<file path="src/design/mts_pkg.sv">
// package for the min tracking stack
// widths, entry and shift-control types, opcodes; no dependencies
package mts_pkg;

  localparam int DEPTH      = 64;
  localparam int VALUE_BITS = 32;
  localparam int FIELD_BITS = 32;
  localparam int CNT_BITS   = $clog2(DEPTH + 1);

  typedef enum logic {
    OP_PUSH = 1'b0,
    OP_POP  = 1'b1
  } opcode_t;

  // one stack entry: value and minimum of the stack up to it
  typedef struct packed {
    logic [VALUE_BITS-1:0] value;
    logic [VALUE_BITS-1:0] min;
  } entry_t;

  // shift command broadcast to every cell
  typedef struct packed {
    logic push;
    logic pop;
  } shift_t;

endpackage

</file>
<file path="src/design/mts_cell.sv">
// one stack cell: holds one entry, loads from the cell above on push
// and from the cell below on pop; uses mts_pkg
module mts_cell import mts_pkg::*; (
  input  logic   clk,
  input  shift_t shift,
  input  entry_t from_above,
  input  entry_t from_below,
  output entry_t entry
);

  always_ff @(posedge clk) begin
    if (shift.push) begin
      entry <= from_above;
    end else if (shift.pop) begin
      entry <= from_below;
    end
  end

endmodule

</file>
<file path="src/design/mts_chain.sv">
// row of DEPTH cells forming the stack, top entry in cell 0
// uses mts_pkg and mts_cell
module mts_chain import mts_pkg::*; (
  input  logic   clk,
  input  shift_t shift,
  input  entry_t new_entry,
  output entry_t top_entry,
  output entry_t next_entry
);

  entry_t cells [DEPTH];

  for (genvar i = 0; i < DEPTH; i++) begin : g_cell
    entry_t above;
    entry_t below;

    if (i == 0) begin : g_first
      assign above = new_entry;
    end else begin : g_inner_above
      assign above = cells[i-1];
    end

    // bottom cell takes filler on pop; it is beyond the fill count then
    if (i == DEPTH - 1) begin : g_last
      assign below = '0;
    end else begin : g_inner_below
      assign below = cells[i+1];
    end

    mts_cell u_cell (
      .clk        (clk),
      .shift      (shift),
      .from_above (above),
      .from_below (below),
      .entry      (cells[i])
    );
  end

  assign top_entry  = cells[0];
  assign next_entry = cells[1];

endmodule
</file>
<file path="config.mk">
export PLATFORM = sky130hd
export DESIGN_NAME = mts_chain
export DESIGN_NICKNAME = d
export VERILOG_FILES = /design/src/design/mts_pkg.sv /design/src/design/mts_cell.sv /design/src/design/mts_chain.sv
export SDC_FILE = /design/constraint.sdc
export NUM_CORES = 2
export LEC_CHECK = 0
export BUFFER_PORTS_ARGS = -buffer_cell sky130_fd_sc_hd__buf_2
export CELL_PAD_IN_SITES_DETAIL_PLACEMENT = 1
export CELL_PAD_IN_SITES_GLOBAL_PLACEMENT = 2
export CORE_MARGIN = 2
export CORE_UTILIZATION = 50
export DETAILED_ROUTE_END_ITERATION = 8
export GPL_TIMING_DRIVEN = 0
export PLACE_DENSITY_LB_ADDON = 0.2
export SYNTH_ARGS = -nofsm -noshare
export SYNTH_HDL_FRONTEND = slang
export SYNTH_SLANG_ARGS = --single-unit
</file>
<file path="constraint.sdc">
create_clock -name clk -period 108.2 [get_ports clk]
set_input_delay 16.23 -clock clk [delete_from_list [all_inputs] [get_ports clk]]
set_output_delay 16.23 -clock clk [all_outputs]
set_load 0.05 [all_outputs]
</file>
==> key figures <==
Worst setup path
  – RR Endpoint: g_cell[48].u_cell.entry[39]
  – Slowest Stage Delay on Critical Path: 820 ps
  – R2R depth: 1
  – Critical Path RT: 108810 ps
  – Worst EP arrival: 25030 ps
  – Crit Path Class: input port to flip-flop
  – Largest fanout on the critical path: 72
  – Reg2reg setup slack: 107150 ps
  – Crit path capture type: flip-flop
  – Most Frequent Cell on Critical Path: buf_16
  – Worst r2r src: g_cell[47].u_cell.entry[39]
  – Worst Path Buf+Inv: 21
  – Worst path slowest cell: or2_4
  – CP top delay family: buffers and inverters
  – CP Launch Type: input port
  – Cell Chain, Critical Path: buf_2 > buf_2 > buf_2 > or2_4 > buf_16 > buf_16 > buf_16 > buf_16 > buf_16 > buf_16 > buf_16 > buf_16 > buf_16 > buf_12 > buf_16 > buf_16 > buf_16 > buf_16 > buf_16 > buf_16 > buf_16 > buf_16

Route
  – DRT antenna net count: 0
  – DR pass1 iterations: 5
  – Via/cell ratio: 5.54
  – DRT iter0 DRCs: 5070
  – Wire per inst: 23.2 µm
  – Vias: 79.0k
  – DR DRC count: 0
  – Routed wire length: 331000 µm

Clock tree
  – Cts bufs inserted: 428
  – CTS tree: built
  – Clock sink total: 4096
  – Worst-path clk slew: 60 ps
  – Max H-tree Level: 5
  – Worst skew pair latency: 930 ps
  – Setup bufs post-CTS: 0
  – CTS Root Cell: clkbuf_16
  – Post-CTS Hold Buffers: 0
  – Clock Path Buffers: 4
  – CTS resizes: 0

Die
  – Die Width: 591 µm
  – Initial Utilization: 50.3%
  – Site Rows: 215
  – Die Area: 0.350 mm²
  – CORE AREA: 0.343 mm²
  – Die H: 591 µm
  – # IOs: 195

GRT
  – Initial antenna violation count: 5
  – Total gr overflow: 0
  – Largest net degree at the start of global routing: 77
  – Total track usage: 19.0%
  – First-pass GRT wire length: 529000 µm
  – Vias in the first global route: 89.3k

Finish
  – Regs by FF count: g_cell.u_cell.entry (4096)
  – Design Area, Final: 0.195 mm²
  – Max reg flops: 4096
  – Largest register by flop count: g_cell.u_cell.entry
  – # fillers: 29.6k
  – Final Util: 56.7%
  – Layout cells sized above 1: 55.1%
  – Layout area overhead: 12.8%
  – Final net count: 9407
  – Non-filler cells, final: 14.3k

Hold path
  – Hold Crit Depth: 1
  – Hold EP: g_cell[62].u_cell.entry[31]
  – Hold WC Path Type: flip-flop to flip-flop
  – Hold Path Origin: g_cell[63].u_cell.entry[31]

Pwr
  – PwrDens: 21.4 mW/mm²
  – Leak Pwr: 68.8 nW
  – Peak supply drop: 14.7 µV

Synthesis
  – Post-synthesis mux area share: 26.3%
  – Synth top area cells: edfxtp_1, mux2_2, buf_6
  – Cell variety after synth: 8
  – Avg Cell Area, Syn: 20.0 µm²
  – Sequential area share after synthesis: 71.3%
  – Synth Area in Compound Gates: 0%
  – Largest family of logic cells by synthesized area: multiplexers
  – Synth area leader: edfxtp_1
  – Number of synthesized register bits: 4096
  – Synth Area in Adders: 0%
  – Synth Warn #: 0
  – Syn nets: 8715
  – Simple-gate share of the synthesized area: 0.236%
  – XOR/XNOR Fraction of Synth Area: 0%
  – Synth top area share: 71.3%
  – Mapped Cells: 8648
  – Mapped Area: 0.173 mm²

Timing
  – Fmax achieved: 40.9 MHz
  – Setup Skew: 25.2 ps
  – Slew margin rel.: 41.7%
  – Hold WS: 549 ps
  – Setup TNS: 0 ps
  – Least-Margin Pin Slew: 875 ps
  – RSZ-0062 raised after global routing: no
  – Final period utilization: 22.6%
  – Setup violators final: 0
  – Final Hold Viols: 0
  – Slew Limit Fails: 0
  – Fin crit period: 24420 ps

Place
  – Dpl cells: 13.5k
  – GP Congestion: 0.721
  – HPWL after DPL: 231000 µm
  – Buffers on Ports: 193
  – Placed instance area: 0.181 mm²

Outcome
  – Status: complete, no violations

Flow run
  – # Max-Cap Violations: 0
-- report_power, final --
| part | total, W | internal, W | leakage, nW | switching [W] |
|---|---|---|---|---|
| logic | 0.000438 | 0.000259 | 20.1 | 0.000179 |
| clock network | 0.00144 | 0.000836 | 6.69 | 0.000605 |
| registers | 0.00229 | 0.00213 | 42.0 | 0.000161 |
| total | 0.00417 | 0.00322 | 68.8 | 0.000945 |
-- area by class of cell --
class / count / area, µm² / area share [%]
flip-flops and latches: 4096 / 123000 / 63.2
multi-input cells: 4097 / 45800 / 23.5
clock buffers: 520 / 11300 / 5.79
well taps: 4557 / 5700 / 2.93
plain buffers: 455 / 3750 / 1.92
repair buffers: 262 / 2820 / 1.45
clock inverters: 259 / 2310 / 1.19
diodes: 11 / 27.5 / 0.0141
-- worst max path at each step --
stage	slack (ps)	end	cells after the start	startpoint
floorplan	40340	g_cell[0].u_cell.entry[0]	4	shift[1]
global route	83220	g_cell[11].u_cell.entry[33]	22	shift[1]
detailed placement	82530	g_cell[11].u_cell.entry[30]	22	shift[1]
finish	83780	g_cell[19].u_cell.entry[30]	22	shift[1]
global placement	20570	g_cell[62].u_cell.entry[33]	4	shift[1]
CTS	83650	g_cell[11].u_cell.entry[30]	22	shift[1]
-- metrics by stage --
stage	setup slack (ps)	power (W)
floorplan	40340	0.00274
global placement	20570	0.00293
detailed placement	82530	0.00277
CTS	83650	0.00422
global route	83220	0.00435
finish	83780	0.00417
-- cell families (layout without fill, tap and decap cells) --
kind of cell / after synthesis / after routing
mux: 4032 / 4032
simple gates: 65 / 65
other cells: 0 / 11
flops: 4096 / 4096
buf+inv: 455 / 1496
-- routing by layer --
metal	GRT usage (%)	up-vias	share of wire, %
li1	-	35811	-
met1	27.8	41971	47
met2	30.8	781	48
met3	2.44	393	2.7
met4	3.66	0	1.7
met5	0	-	0
-- cell usage after synthesis (all sizes together) --
cell type,count
and2,64
buf,449
clkbuf,6
edfxtp,4096
mux2,4032
or2,1
-- layout by cell type (no fill, tap or decap), drive strengths merged --
master and instances:
and2 64, buf 711, bufinv 42, clkbuf 526, clkinv 202, clkinvlp 7, diode 11, edfxtp 4096
inv 8, mux2 4032, or2 1
No activity file was read; power rests on OpenSTA's default activity.
